--- src/sv/spd_pkg.sv ---
// ----------------------------------------------------------------------------
// Serial packet deframer package
// Shared widths, codes, configuration and result types for the deframer.
// ----------------------------------------------------------------------------
package spd_pkg;

  localparam int unsigned ByteW    = 8;
  localparam int unsigned IdW      = 16;
  localparam int unsigned LenW     = 8;
  localparam int unsigned AngleW   = 16;
  localparam int unsigned EventW   = 2;
  localparam int unsigned CfgIdxW  = 2;
  localparam int unsigned CfgDataW = 16;

  typedef enum logic [2:0] {
    PhHunt    = 3'd0,
    PhIdLo    = 3'd1,
    PhIdHi    = 3'd2,
    PhLen     = 3'd3,
    PhPayload = 3'd4,
    PhCheck   = 3'd5
  } spd_phase_e;

  typedef enum logic [EventW-1:0] {
    EvData = 2'd0,
    EvGood = 2'd1,
    EvBad  = 2'd2
  } spd_event_e;

  localparam logic [CfgIdxW-1:0] CfgStartByte = 2'd0;
  localparam logic [CfgIdxW-1:0] CfgEncoderId = 2'd1;

  localparam logic [AngleW-1:0] InvalidAngle = 16'hFFFF;
  localparam logic [LenW-1:0]   AngleBytes   = 8'd4;

  typedef struct packed {
    logic [ByteW-1:0] start_byte;
    logic [IdW-1:0]   encoder_frame_id;
  } spd_cfg_t;

  typedef struct packed {
    spd_event_e        event_res;
    logic [IdW-1:0]    frame_id;
    logic [LenW-1:0]   byte_index;
    logic [ByteW-1:0]  data_byte;
    logic [LenW-1:0]   frame_length;
    logic              angles_present;
    logic [AngleW-1:0] first_angle;
    logic              first_invalid;
    logic [AngleW-1:0] second_angle;
    logic              second_invalid;
  } spd_result_t;

endpackage

--- src/sv/spd_rx_if.sv ---
// ----------------------------------------------------------------------------
// Received byte channel
// Valid/ready channel carrying one byte from the serial link per request.
// ----------------------------------------------------------------------------
interface spd_rx_if;
  logic                      valid;
  logic                      ready;
  logic [spd_pkg::ByteW-1:0] rx_byte;

  modport source (output valid, output rx_byte, input ready);
  modport sink   (input valid, input rx_byte, output ready);
endinterface

--- src/sv/spd_res_if.sv ---
// ----------------------------------------------------------------------------
// Deframer result channel
// Valid/ready channel carrying one payload or end-of-frame result per request.
// ----------------------------------------------------------------------------
interface spd_res_if;
  logic                        valid;
  logic                        ready;
  logic [spd_pkg::EventW-1:0]  event_res;
  logic [spd_pkg::IdW-1:0]     frame_id;
  logic [spd_pkg::LenW-1:0]    byte_index;
  logic [spd_pkg::ByteW-1:0]   data_byte;
  logic [spd_pkg::LenW-1:0]    frame_length;
  logic                        angles_present;
  logic [spd_pkg::AngleW-1:0]  first_angle;
  logic                        first_invalid;
  logic [spd_pkg::AngleW-1:0]  second_angle;
  logic                        second_invalid;

  modport source (
    output valid, output event_res, output frame_id, output byte_index,
    output data_byte, output frame_length, output angles_present,
    output first_angle, output first_invalid, output second_angle,
    output second_invalid, input ready
  );
  modport sink (
    input valid, input event_res, input frame_id, input byte_index,
    input data_byte, input frame_length, input angles_present,
    input first_angle, input first_invalid, input second_angle,
    input second_invalid, output ready
  );
endinterface

--- src/sv/spd_cfg_if.sv ---
// ----------------------------------------------------------------------------
// Configuration write channel
// Valid/ready channel carrying a register index and write data per request.
// ----------------------------------------------------------------------------
interface spd_cfg_if;
  logic                         valid;
  logic                         ready;
  logic [spd_pkg::CfgIdxW-1:0]  index;
  logic [spd_pkg::CfgDataW-1:0] data;

  modport source (output valid, output index, output data, input ready);
  modport sink   (input valid, input index, input data, output ready);
endinterface

--- src/sv/serial_packet_deframer_top.sv ---
// ----------------------------------------------------------------------------
// Serial packet deframer
// Recovers start/id/length/payload/XOR-checksum frames from a byte stream.
//
//   Channel  Dir  Carries
//   rx_i     in   one received byte per request
//   res_o    out  payload byte or end-of-frame result per request
//   cfg_i    in   register index and write data per request
//
// One byte is accepted every cycle while the result register has room; a byte
// waits in the input register and its result is registered for res_o.
// The frame logic updates its state in a single pass per byte.
// A result register with one skid entry lets input continue while a result
// waits; input stalls only once both output entries are held.
// Reset returns the deframer to hunting with both registers cleared.
// ----------------------------------------------------------------------------
module serial_packet_deframer_top (
  input  logic      clk_i,
  input  logic      rst_ni,
  spd_rx_if.sink    rx_i,
  spd_res_if.source res_o,
  spd_cfg_if.sink   cfg_i
);

  spd_pkg::spd_cfg_t         cfg_q, cfg_d;
  spd_pkg::spd_result_t      core_res;
  logic                      core_res_valid;
  logic                      byte_valid;
  logic [spd_pkg::ByteW-1:0] byte_val;
  logic                      res_space;
  logic                      take;

  assign cfg_i.ready = 1'b1;

  always_comb begin
    cfg_d = cfg_q;
    if (cfg_i.valid) begin
      unique case (cfg_i.index)
        spd_pkg::CfgStartByte: cfg_d.start_byte = cfg_i.data[spd_pkg::ByteW-1:0];
        spd_pkg::CfgEncoderId: cfg_d.encoder_frame_id = cfg_i.data[spd_pkg::IdW-1:0];
        default: begin
        end
      endcase
    end
  end

  always_ff @(posedge clk_i or negedge rst_ni) begin
    if (!rst_ni) begin
      cfg_q <= '0;
    end else begin
      cfg_q <= cfg_d;
    end
  end

  assign take = byte_valid && res_space;

  spd_in_reg u_in_reg (
    .clk_i        (clk_i),
    .rst_ni       (rst_ni),
    .rx_i         (rx_i),
    .take_i       (take),
    .byte_valid_o (byte_valid),
    .byte_o       (byte_val)
  );

  spd_core u_core (
    .clk_i       (clk_i),
    .rst_ni      (rst_ni),
    .cfg_i       (cfg_q),
    .take_i      (take),
    .byte_i      (byte_val),
    .res_valid_o (core_res_valid),
    .res_o       (core_res)
  );

  spd_out_reg u_out_reg (
    .clk_i   (clk_i),
    .rst_ni  (rst_ni),
    .push_i  (core_res_valid),
    .data_i  (core_res),
    .space_o (res_space),
    .res_o   (res_o)
  );

`ifndef SYNTH
  a_push_has_space: assert property (@(posedge clk_i) disable iff (!rst_ni)
    core_res_valid |-> res_space)
    else $error("result produced with no room in the result register");

  a_event_legal: assert property (@(posedge clk_i) disable iff (!rst_ni)
    res_o.valid |-> (res_o.event_res == spd_pkg::EvData ||
                     res_o.event_res == spd_pkg::EvGood ||
                     res_o.event_res == spd_pkg::EvBad))
    else $error("illegal event code on result channel");

  a_data_no_angles: assert property (@(posedge clk_i) disable iff (!rst_ni)
    (res_o.valid && res_o.event_res == spd_pkg::EvData) |->
      (!res_o.angles_present && !res_o.first_invalid && !res_o.second_invalid))
    else $error("payload result carries angle information");

  a_angles_good_only: assert property (@(posedge clk_i) disable iff (!rst_ni)
    (res_o.valid && res_o.angles_present) |-> (res_o.event_res == spd_pkg::EvGood &&
      res_o.frame_length >= spd_pkg::AngleBytes))
    else $error("angles reported for a frame that is not a good encoder frame");
`endif

endmodule

--- src/sv/spd_in_reg.sv ---
// ----------------------------------------------------------------------------
// Deframer input register
// Holds one received byte until the frame logic takes it.
// ----------------------------------------------------------------------------
module spd_in_reg (
  input  logic                      clk_i,
  input  logic                      rst_ni,
  spd_rx_if.sink                    rx_i,
  input  logic                      take_i,
  output logic                      byte_valid_o,
  output logic [spd_pkg::ByteW-1:0] byte_o
);

  logic                      valid_q, valid_d;
  logic [spd_pkg::ByteW-1:0] byte_q, byte_d;
  logic                      accept;

  // The register may be refilled in the same cycle its byte is taken.
  assign rx_i.ready = !valid_q || take_i;
  assign accept     = rx_i.valid && rx_i.ready;

  always_comb begin
    valid_d = valid_q;
    byte_d  = byte_q;
    if (accept) begin
      valid_d = 1'b1;
      byte_d  = rx_i.rx_byte;
    end else if (take_i) begin
      valid_d = 1'b0;
    end
  end

  always_ff @(posedge clk_i or negedge rst_ni) begin
    if (!rst_ni) begin
      valid_q <= 1'b0;
    end else begin
      valid_q <= valid_d;
    end
  end

  always_ff @(posedge clk_i) begin
    byte_q <= byte_d;
  end

  assign byte_valid_o = valid_q;
  assign byte_o       = byte_q;

endmodule

--- src/sv/spd_core.sv ---
// ----------------------------------------------------------------------------
// Deframer frame logic
// Phase tracking, header capture, running checksum and result formation.
// ----------------------------------------------------------------------------
module spd_core (
  input  logic                      clk_i,
  input  logic                      rst_ni,
  input  spd_pkg::spd_cfg_t         cfg_i,
  input  logic                      take_i,
  input  logic [spd_pkg::ByteW-1:0] byte_i,
  output logic                      res_valid_o,
  output spd_pkg::spd_result_t      res_o
);

  spd_pkg::spd_phase_e        phase_q, phase_d;
  logic [spd_pkg::IdW-1:0]    id_q, id_d;
  logic [spd_pkg::LenW-1:0]   len_q, len_d;
  logic [spd_pkg::LenW-1:0]   seen_q, seen_d;
  logic [spd_pkg::ByteW-1:0]  xor_q, xor_d;
  logic [spd_pkg::AngleW-1:0] ang0_q, ang0_d;
  logic [spd_pkg::AngleW-1:0] ang1_q, ang1_d;
  logic [spd_pkg::LenW-1:0]   seen_inc;
  logic                       good;
  logic                       angles_ok;

  assign seen_inc  = seen_q + 1'b1;
  assign good      = (byte_i == xor_q);
  assign angles_ok = good && (id_q == cfg_i.encoder_frame_id) &&
                     (len_q >= spd_pkg::AngleBytes);

  // Next phase.
  always_comb begin
    phase_d = phase_q;
    if (take_i) begin
      unique case (phase_q)
        spd_pkg::PhHunt: begin
          if (byte_i == cfg_i.start_byte) phase_d = spd_pkg::PhIdLo;
        end
        spd_pkg::PhIdLo: phase_d = spd_pkg::PhIdHi;
        spd_pkg::PhIdHi: phase_d = spd_pkg::PhLen;
        spd_pkg::PhLen: begin
          phase_d = (byte_i == '0) ? spd_pkg::PhCheck : spd_pkg::PhPayload;
        end
        spd_pkg::PhPayload: begin
          if (seen_inc == len_q) phase_d = spd_pkg::PhCheck;
        end
        spd_pkg::PhCheck: phase_d = spd_pkg::PhHunt;
        default: phase_d = spd_pkg::PhHunt;
      endcase
    end
  end

  // Frame fields and results.
  always_comb begin
    id_d        = id_q;
    len_d       = len_q;
    seen_d      = seen_q;
    xor_d       = xor_q;
    ang0_d      = ang0_q;
    ang1_d      = ang1_q;
    res_valid_o = 1'b0;
    res_o       = '0;
    res_o.frame_id     = id_q;
    res_o.frame_length = len_q;
    if (take_i) begin
      unique case (phase_q)
        spd_pkg::PhHunt: begin
          if (byte_i == cfg_i.start_byte) begin
            id_d   = '0;
            len_d  = '0;
            seen_d = '0;
            xor_d  = '0;
            ang0_d = '0;
            ang1_d = '0;
          end
        end
        spd_pkg::PhIdLo: begin
          id_d  = {{(spd_pkg::IdW-spd_pkg::ByteW){1'b0}}, byte_i};
          xor_d = byte_i;
        end
        spd_pkg::PhIdHi: begin
          id_d  = {byte_i, id_q[spd_pkg::ByteW-1:0]};
          xor_d = xor_q ^ byte_i;
        end
        spd_pkg::PhLen: begin
          len_d  = byte_i;
          xor_d  = xor_q ^ byte_i;
          seen_d = '0;
        end
        spd_pkg::PhPayload: begin
          xor_d  = xor_q ^ byte_i;
          seen_d = seen_inc;
          // The first four payload bytes hold the two little-endian angles.
          if (seen_q < spd_pkg::AngleBytes) begin
            unique case (seen_q[1:0])
              2'd0: ang0_d = {ang0_q[spd_pkg::AngleW-1:spd_pkg::ByteW], byte_i};
              2'd1: ang0_d = {byte_i, ang0_q[spd_pkg::ByteW-1:0]};
              2'd2: ang1_d = {ang1_q[spd_pkg::AngleW-1:spd_pkg::ByteW], byte_i};
              default: ang1_d = {byte_i, ang1_q[spd_pkg::ByteW-1:0]};
            endcase
          end
          res_valid_o      = 1'b1;
          res_o.event_res  = spd_pkg::EvData;
          res_o.byte_index = seen_q;
          res_o.data_byte  = byte_i;
        end
        spd_pkg::PhCheck: begin
          res_valid_o     = 1'b1;
          res_o.event_res = good ? spd_pkg::EvGood : spd_pkg::EvBad;
          if (angles_ok) begin
            res_o.angles_present = 1'b1;
            res_o.first_angle    = ang0_q;
            res_o.first_invalid  = (ang0_q == spd_pkg::InvalidAngle);
            res_o.second_angle   = ang1_q;
            res_o.second_invalid = (ang1_q == spd_pkg::InvalidAngle);
          end
        end
        default: begin
        end
      endcase
    end
  end

  always_ff @(posedge clk_i or negedge rst_ni) begin
    if (!rst_ni) begin
      phase_q <= spd_pkg::PhHunt;
      id_q    <= '0;
      len_q   <= '0;
      seen_q  <= '0;
      xor_q   <= '0;
      ang0_q  <= '0;
      ang1_q  <= '0;
    end else begin
      phase_q <= phase_d;
      id_q    <= id_d;
      len_q   <= len_d;
      seen_q  <= seen_d;
      xor_q   <= xor_d;
      ang0_q  <= ang0_d;
      ang1_q  <= ang1_d;
    end
  end

endmodule

--- src/sv/spd_out_reg.sv ---
// ----------------------------------------------------------------------------
// Deframer result register
// Output register with one skid entry; the input stalls only while the skid entry is full.
// ----------------------------------------------------------------------------
module spd_out_reg (
  input  logic                 clk_i,
  input  logic                 rst_ni,
  input  logic                 push_i,
  input  spd_pkg::spd_result_t data_i,
  output logic                 space_o,
  spd_res_if.source            res_o
);

  logic                 out_valid_q, out_valid_d;
  logic                 skid_valid_q, skid_valid_d;
  spd_pkg::spd_result_t out_q, out_d;
  spd_pkg::spd_result_t skid_q, skid_d;
  logic                 pop;

  assign pop     = out_valid_q && res_o.ready;
  assign space_o = !skid_valid_q;

  always_comb begin
    out_valid_d  = out_valid_q;
    skid_valid_d = skid_valid_q;
    out_d        = out_q;
    skid_d       = skid_q;
    if (skid_valid_q) begin
      if (pop) begin
        out_d        = skid_q;
        skid_valid_d = 1'b0;
      end
    end else if (push_i) begin
      if (!out_valid_q || pop) begin
        out_d       = data_i;
        out_valid_d = 1'b1;
      end else begin
        skid_d       = data_i;
        skid_valid_d = 1'b1;
      end
    end else if (pop) begin
      out_valid_d = 1'b0;
    end
  end

  always_ff @(posedge clk_i or negedge rst_ni) begin
    if (!rst_ni) begin
      out_valid_q  <= 1'b0;
      skid_valid_q <= 1'b0;
    end else begin
      out_valid_q  <= out_valid_d;
      skid_valid_q <= skid_valid_d;
    end
  end

  always_ff @(posedge clk_i) begin
    out_q  <= out_d;
    skid_q <= skid_d;
  end

  assign res_o.valid          = out_valid_q;
  assign res_o.event_res      = out_q.event_res;
  assign res_o.frame_id       = out_q.frame_id;
  assign res_o.byte_index     = out_q.byte_index;
  assign res_o.data_byte      = out_q.data_byte;
  assign res_o.frame_length   = out_q.frame_length;
  assign res_o.angles_present = out_q.angles_present;
  assign res_o.first_angle    = out_q.first_angle;
  assign res_o.first_invalid  = out_q.first_invalid;
  assign res_o.second_angle   = out_q.second_angle;
  assign res_o.second_invalid = out_q.second_invalid;

endmodule

--- src/flat_wrapper.sv ---
// flat-port wrapper written by rule: the top's interface ports become plain ports
module serial_packet_deframer_top_flat 
  (clk_i, rst_ni, rx_i_valid, rx_i_rx_byte, rx_i_ready, res_o_valid, res_o_event_res, res_o_frame_id, res_o_byte_index, res_o_data_byte, res_o_frame_length, res_o_angles_present, res_o_first_angle, res_o_first_invalid, res_o_second_angle, res_o_second_invalid, res_o_ready, cfg_i_valid, cfg_i_index, cfg_i_data, cfg_i_ready);
  spd_rx_if rx_i_i ();
  spd_res_if res_o_i ();
  spd_cfg_if cfg_i_i ();
  input  logic clk_i;
  input  logic rst_ni;
  input wire logic [$bits(rx_i_i.valid)-1:0] rx_i_valid;
  input wire logic [$bits(rx_i_i.rx_byte)-1:0] rx_i_rx_byte;
  output wire logic [$bits(rx_i_i.ready)-1:0] rx_i_ready;
  output wire logic [$bits(res_o_i.valid)-1:0] res_o_valid;
  output wire logic [$bits(res_o_i.event_res)-1:0] res_o_event_res;
  output wire logic [$bits(res_o_i.frame_id)-1:0] res_o_frame_id;
  output wire logic [$bits(res_o_i.byte_index)-1:0] res_o_byte_index;
  output wire logic [$bits(res_o_i.data_byte)-1:0] res_o_data_byte;
  output wire logic [$bits(res_o_i.frame_length)-1:0] res_o_frame_length;
  output wire logic [$bits(res_o_i.angles_present)-1:0] res_o_angles_present;
  output wire logic [$bits(res_o_i.first_angle)-1:0] res_o_first_angle;
  output wire logic [$bits(res_o_i.first_invalid)-1:0] res_o_first_invalid;
  output wire logic [$bits(res_o_i.second_angle)-1:0] res_o_second_angle;
  output wire logic [$bits(res_o_i.second_invalid)-1:0] res_o_second_invalid;
  input wire logic [$bits(res_o_i.ready)-1:0] res_o_ready;
  input wire logic [$bits(cfg_i_i.valid)-1:0] cfg_i_valid;
  input wire logic [$bits(cfg_i_i.index)-1:0] cfg_i_index;
  input wire logic [$bits(cfg_i_i.data)-1:0] cfg_i_data;
  output wire logic [$bits(cfg_i_i.ready)-1:0] cfg_i_ready;
  assign rx_i_i.valid = rx_i_valid;
  assign rx_i_i.rx_byte = rx_i_rx_byte;
  assign rx_i_ready = rx_i_i.ready;
  assign res_o_valid = res_o_i.valid;
  assign res_o_event_res = res_o_i.event_res;
  assign res_o_frame_id = res_o_i.frame_id;
  assign res_o_byte_index = res_o_i.byte_index;
  assign res_o_data_byte = res_o_i.data_byte;
  assign res_o_frame_length = res_o_i.frame_length;
  assign res_o_angles_present = res_o_i.angles_present;
  assign res_o_first_angle = res_o_i.first_angle;
  assign res_o_first_invalid = res_o_i.first_invalid;
  assign res_o_second_angle = res_o_i.second_angle;
  assign res_o_second_invalid = res_o_i.second_invalid;
  assign res_o_i.ready = res_o_ready;
  assign cfg_i_i.valid = cfg_i_valid;
  assign cfg_i_i.index = cfg_i_index;
  assign cfg_i_i.data = cfg_i_data;
  assign cfg_i_ready = cfg_i_i.ready;
  serial_packet_deframer_top u_core (.clk_i(clk_i), .rst_ni(rst_ni), .rx_i(rx_i_i), .res_o(res_o_i), .cfg_i(cfg_i_i));
endmodule
--- config.mk ---
export PLATFORM = sky130hd
export DESIGN_NAME = serial_packet_deframer_top_flat
export DESIGN_NICKNAME = d
export VERILOG_FILES = /design/src/sv/spd_pkg.sv /design/src/sv/spd_rx_if.sv /design/src/sv/spd_res_if.sv /design/src/sv/spd_cfg_if.sv /design/src/sv/serial_packet_deframer_top.sv /design/src/sv/spd_in_reg.sv /design/src/sv/spd_core.sv /design/src/sv/spd_out_reg.sv /design/src/flat_wrapper.sv
export SDC_FILE = /design/constraint.sdc
export NUM_CORES = 1
export LEC_CHECK = 0
export ABC_AREA = 1
export BUFFER_PORTS_ARGS = -buffer_cell sky130_fd_sc_hd__buf_4
export CAP_MARGIN = 15
export CORE_AREA = 2 2 175 177
export CTS_BUF_LIST = sky130_fd_sc_hd__clkbuf_4 sky130_fd_sc_hd__clkbuf_8 sky130_fd_sc_hd__clkbuf_16
export CTS_CLUSTER_DIAMETER = 200
export DETAILED_ROUTE_END_ITERATION = 8
export DIE_AREA = 0 0 177 179
export GPL_ROUTABILITY_DRIVEN = 0
export PLACE_DENSITY = 0.69
export SYNTH_ARGS = -nofsm -noshare
export SYNTH_HDL_FRONTEND = slang
export SYNTH_SLANG_ARGS = --single-unit
--- constraint.sdc ---
create_clock -name clk_i -period 5.29 [get_ports clk_i]
set_input_delay 0.529 -clock clk_i [delete_from_list [all_inputs] [get_ports clk_i]]
set_output_delay 0.529 -clock clk_i [all_outputs]
set_load 0.02 [all_outputs]
---- Word level (Yosys, flattened, before mapping) ----
Index checks and enable logic that the tools add are counted.
cells by class
  add/subtract/negate cells ............... 1
  magnitude comparators ................... 2
  eq/ne operators ......................... 26
  muxes and demuxes ....................... 39
  bitwise gates (word level) .............. 4
  reductions and logical operators ........ 42
operator list
  operator              count
  $mux 77               4
  $pmux 16 s2           4
  $mux 35               3
  $mux 16               5
  $pmux 16 s3           1
  $pmux 8 s3            2
  $eq 16x16->1 const B  2
  $eq 8x8->1            3
  $reduce_and 3->1      8
  $reduce_and 6->1      4
  $ne 2x2->1 const B    11
  $eq 16x16->1          1
  $pmux 8 s2            1
  $pmux 3 s5            1
  $reduce_bool 2->1     7
  $mux 1                12
  $reduce_bool 3->1     3
  $add 8x1->8 const B   1
  $ge 8x3->1 const B    1
  $logic_not 8->1       1
  $lt 8x3->1 const B    1
  $mux 8                1
  $xor 8x8->8           1
  $eq 3x2->1 const B    2
  other kinds (17)      34
storage, ports and cells
  flip-flop bits (word level) ............. 264
  bits of input ports ..................... 31
  output and inout port bits .............. 80
  logic and storage cells ................. 150

---- Longest topological paths before layout ----
  depth after elaboration ................. 9
  gate-level depth with buffers ........... 13
  depth with buffers taken out ............ 13

---- Hierarchy ----
A second synthesis with hierarchy kept.
second synthesis, totals
  cells, all modules ...................... 1,186
  area, all modules ....................... 11,613.6 um^2
modules (own cells, without submodules)
  module                      instances  cells an instance  area each (um^2)  sequential area each (um^2)
  spd_out_reg                 1          420                5,736.8           4,674.5
  spd_core                    1          641                4,559.4           1,876.8
  serial_packet_deframer_top  1          111                1,032.2           600.6
  spd_in_reg                  1          14                 285.3             265.3

---- Worst setup path before layout ----
Ideal clock, no wire load.
  kind .................................... register to register
  from .................................... reg u_core.u_out_reg.skid_valid_q
  to ...................................... reg u_core.u_out_reg.out_q (netlist bit u_core.u_out_reg.res_o.angles_present) (enable)
  setup time .............................. 0.539 ns
  arrival ................................. 4.604 ns
  setup slack ............................. 0.147 ns
  stages on the path, launching flop included .. 6
  path buffers ............................ 0
  period minus slack after synthesis ...... 5.143 ns
  cells stage by stage .................... dfrtp_1 inv_2 nand2_2 inv_1 nand3_1 o22ai_1
between the ends
  word-level cells in the longest chain between the ends .. 5
  elaborated cells on any way between the ends .. 7
  classes of those cells .................. eq/ne: 1; mux: 1; reduce/logical: 5
RTL lines
  element                                RTL line                          RTL
  from (decl)                            spd_out_reg.sv:15                 logic skid_valid_q, skid_valid_d;
  from (signal assigned)                 spd_out_reg.sv:52                 skid_valid_q <= skid_valid_d;
  $logic_not 1->1                        spd_out_reg.sv:21                 assign space_o = !skid_valid_q;
  $logic_and 1x1->1                      serial_packet_deframer_top.sv:55  assign take = byte_valid && res_space;
  $mux 1                                 spd_core.sv:65                    if (take_i) begin
  $reduce_bool 2->1 (no source line)     --
  $reduce_and 3->1 (no source line) (*)  --
  to (signal assigned)                   spd_out_reg.sv:57                 out_q <= out_d;
  to (decl)                              spd_out_reg.sv:16                 spd_pkg::spd_result_t out_q, out_d;
Mark *: on every way between the ends. The rest lies on a longest branch, timed or not.
A chain may end at the register's enable or synchronous reset.

==> implementation parameters <==
Parameter                              Value

Synth
  Dominant cells by area after synthesis ... edfxtp_1 (41%), dfrtp_1 (22%), nand2_1 (9.8%)
  Ys Warns ... 0
  Most instantiated flip-flop cell in the synthesis netlist ... edfxtp_1
  Register bit count reported by yosys ... about 260
  Count of distinct cell types in the synthesized netlist ... 39
  Portion of the post-synthesis area used by sequential elements ... 0.6307
  Library cell with the highest instance count after synthesis ... nand2_1
  Post-synthesis instance area ... around 12000 sq um
  Post-synth EDFFs ... ~160
  Most frequent cells after synthesis ... nand2_1 (308), edfxtp_1 (162), inv_1 (110), dfrtp_1 (102), nor2_1 (97)
  Mapped Nets ... approximately 1200
  Mean Syn Cell Area ... 10.03 sq um
  Cell type with the largest total area after synthesis ... edfxtp_1
  Proportion of netlist area held by the largest area contributor ... 0.4137
  Gate Count Post-Synth ... 1173
  Synth async-reset ratio ... 0.3864

Clock network
  Insertion delay of the later-clocked pin in the worst-skew pair ... 0.54 ns
  # H-tree levels ... 1
  CTS Root Cell ... clkbuf_16
  Worst-path clk slew ... about 0.060 ns
  Maximum clock path buffer count ... 3
  Hold Buf Count CTS ... 0
  Number of buffers created by CTS ... 29
  Sink count of the clock tree ... approximately 260
  CTS tree ... yes
  Number of gates resized after CTS ... 0
  Buffer count from post-CTS setup fixing ... 0

Power
  Leakage Power ... 6.006 nW
  Total power density per cell area ... roughly 480 nW/um^2
  Switching part of the total power ... 0.3382
  Relative contribution of sequential cells to total power ... 0.433
  Cell internal pwr ... about 4.4 mW
  VDD IR max ... 0.2957 mV
  Logic pwr share ... 0.255
  Clock network power share ... 0.312
  Net switching power of the design ... about 2.2 mW

Layout
  Area Overhead vs Synth ... 17.57%
  Cell area after layout ... between 10000 and 15000 sq um
  Fraction of final layout cells sized beyond drive strength 1 ... 0.1765
  Final Net Count ... about 1300
  Inserted Diodes ... 0

Global route
  Total overflow reported by the global router ... 0
  Number of antenna violations at the first check in global routing ... 0
  Maximum number of pins on one net before global-route repair ... 78
  First-pass GRT wire length ... about 42000 um
  Vias in the first global route ... roughly 8200
  GRT Util Overall ... 0.1676

Hold path
  Worst hold path type ... input port to asynchronous set/reset pin

Placed design
  Sum of net half-perimeters after detailed placement ... roughly 18000 um
  Number of port buffers ... roughly 110
  Pre-CTS setup slack ... 2.770 ns
  Post-place instance area ... about 13000 sq um

STA
  Post-layout minimum cycle time ... 2.537 ns
  Number of hold violations in the final report ... 0
  Count of pins over their slew limit ... 0
  Number of setup violations in the final report ... 0
  Slew @ Worst Pin ... approximately 1 ns
  Final clock period utilization by the worst path ... 0.4797
  Final worst-path setup slack ... 2.753 ns
  Worst slew margin relative to its limit ... 0.3298
  Sum of negative setup slack ... 0 ns
  RSZ-0062 raised after global routing ... false
  Maximum clock rate ... 0.3941 GHz
  Layout Skew ... 0.01905 ns

Critical path
  Arrival time of the worst setup path ... just under 3 ns
  CP Data Required Time ... around 5.7 ns
  CP endpoint kind ... register
  Critical Path Max Stage Delay ... ~0.66 ns
  Buffering stage count on the worst path with inverters included ... 2
  CP startpoint kind ... register
  Critical path class ... register to register
  Crit-path max FO ... 36
  Worst path slowest cell ... nor2_4
  Delay-heaviest family, CP ... simple AND/OR/NAND/NOR gates
  Critical Path, Cell by Cell ... inv_2 > nand2_2 > inv_1 > nand4_1 > nor2_4 > nand3_1 > a21oi_1

Die
  Floorplan Core Area ... 30030 sq um
  # IOs ... between 100 and 150
  Overall die height ... 179 um
  Initial core utilization ... 0.3916
  Area enclosed by the die boundary ... 31680 sq um
  Overall die width ... 177 um
  Std-Cell Rows ... 64

Routing
  Overall routed net length ... about 26000 um
  Violation count after the first detailed-routing iteration ... between 700 and 800
  Number of nets with antenna violations after detailed routing ... 0
  Routed vias ... about 8300
  Vias per Instance ... 4.927
  First drt pass iteration count ... 8
  Count of unresolved DRC violations after routing ... 0
  Routed wirelength normalized by instance count ... between 15 and 20 um

Run status
  Run status ... finished clean

Job
  Max-cap violations ... 0
==> final timing paths <==
kind	start	endpoint	slack, ns	depth (start not counted)
max in group asynchronous	rst_ni	u_core.u_out_reg.skid_valid_q	4.14	2
worst max-delay path	u_core.u_out_reg.skid_valid_q	u_core.u_out_reg.res_o.first_angle[15]	2.75	7
worst max register to register	u_core.u_out_reg.skid_valid_q	u_core.u_out_reg.res_o.first_angle[15]	2.75	7
worst min register to register	u_core.u_core.id_q[3]	u_core.u_out_reg.skid_q[62]	0.49	0
min in group clk_i	rx_i_rx_byte[6]	u_core.u_in_reg.byte_o[6]	0.18	1
worst min-delay path	rst_ni	u_core.cfg_q[10]	0.12	1
==> cells in the final DEF (no fill, tap or decap), types with 2 or more instances in the layout <==
cell       instances
nor3_1            10
ha_1               4
mux2_2             3
nand3_1           83
inv_2              4
nor2_4             4
clkbuf_16         29
clkbuf_8           3
bufinv_16          4
o21ai_1            8
inv_1            110
nand4_1           19
clkinv_2           6
clkinv_1           4
o21ai_0           73
xnor2_1           15
nor2_2             4
nand2_2            4
nor2_1            96
a21o_1             7
a21oi_1           46
nand2_1          308
buf_4            118
nor4_1             2
edfxtp_1         162
nand3b_1           2
dfrtp_1          101
or4_1              2
nand2_4            4
xor2_1             7
o21ai_2           32
clkbuf_4           6
==> final cells by class <==
cell class | instances | area, sq um
Tap cell | 396 | 495.5
Multi-Input combinational cell | 741 | 3596
Sequential cell | 264 | 7418
Clock buffer | 38 | 812.0
Clock inverter | 16 | 186.4
Inverter | 115 | 431.7
Fill cell | 2786 | 16200
Timing Repair Buffer | 118 | 885.9
==> flip-flops by register name, summed over array words and instances, names as in the netlist, 2 cells and up <==
signal,count
u_core.cfg_q,24
u_core.u_core.ang0_q,16
u_core.u_core.ang1_q,16
u_core.u_core.id_q,16
u_core.u_core.len_q,8
u_core.u_core.phase_q,3
u_core.u_core.seen_q,8
u_core.u_core.xor_q,8
u_core.u_in_reg.byte_o,8
u_core.u_out_reg.res_o.byte_index,8
u_core.u_out_reg.res_o.data_byte,8
u_core.u_out_reg.res_o.event_res,2
u_core.u_out_reg.res_o.first_angle,16
u_core.u_out_reg.res_o.frame_id,16
u_core.u_out_reg.res_o.frame_length,8
u_core.u_out_reg.res_o.second_angle,16
u_core.u_out_reg.skid_q,77
==> layer usage <==
layer / global-route usage / vias to the layer above / wire (um) / share of wire
li1: - / 4082 / - / -
met1: 0.2234 / 3942 / 11730 / 0.44
met2: 0.2795 / 247 / 12440 / 0.47
met3: 0.02905 / 45 / 1435 / 0.054
met4: 0.05165 / 0 / 784 / 0.030
met5: 0 / - / 0 / 0
==> worst reg2reg max path: cells and delay by family, from the launching register on <==
family / cells / cell delay (ns)
buf+inv: 2 / 0.33
flops: 1 / 0.41
compound gates: 1 / 0.20
simple gates: 4 / 1.45
==> logic make-up (layout without fill, tap and decap cells) <==
logic type,count (synthesis),count (layout),synth area share
flops,264,264,0.6307
xor+xnor,22,22,0.01639
fa+ha+maj,4,4,0.004256
compound gates,169,169,0.08416
buf+inv,168,287,0.06533
other cells,1,1,0.0003189
simple gates,542,542,0.1960
mux,3,3,0.002872
==> metrics by stage <==
| stage | total power, mW | instances | hold WS (ns) | util |
|---|---|---|---|---|
| after floorplan | 4.094 | 1173 | 0.2334 | - |
| after global placement | 4.566 | 1634 | 0.4831 | 0.4272 |
| after detailed placement | 4.602 | 1634 | 0.4847 | 0.4272 |
| after CTS | 6.692 | 1688 | 0.1477 | 0.4604 |
| after global routing | 7.015 | 1688 | 0.1547 | 0.4604 |
| final | 6.643 | 1688 | 0.1241 | 0.4604 |
==> power groups by stage <==
stage	Combinational (mW)	Clock, mW	Sequential [mW]
6_report	1.69	2.07	2.88
5_1_grt	1.91	2.19	2.91
4_1_cts	1.70	2.12	2.88
3_5_place_dp	1.69	0	2.92
3_3_place_gp	1.66	0	2.91
2_1_floorplan	1.19	0	2.91
Power figures use the tool's default switching activity.
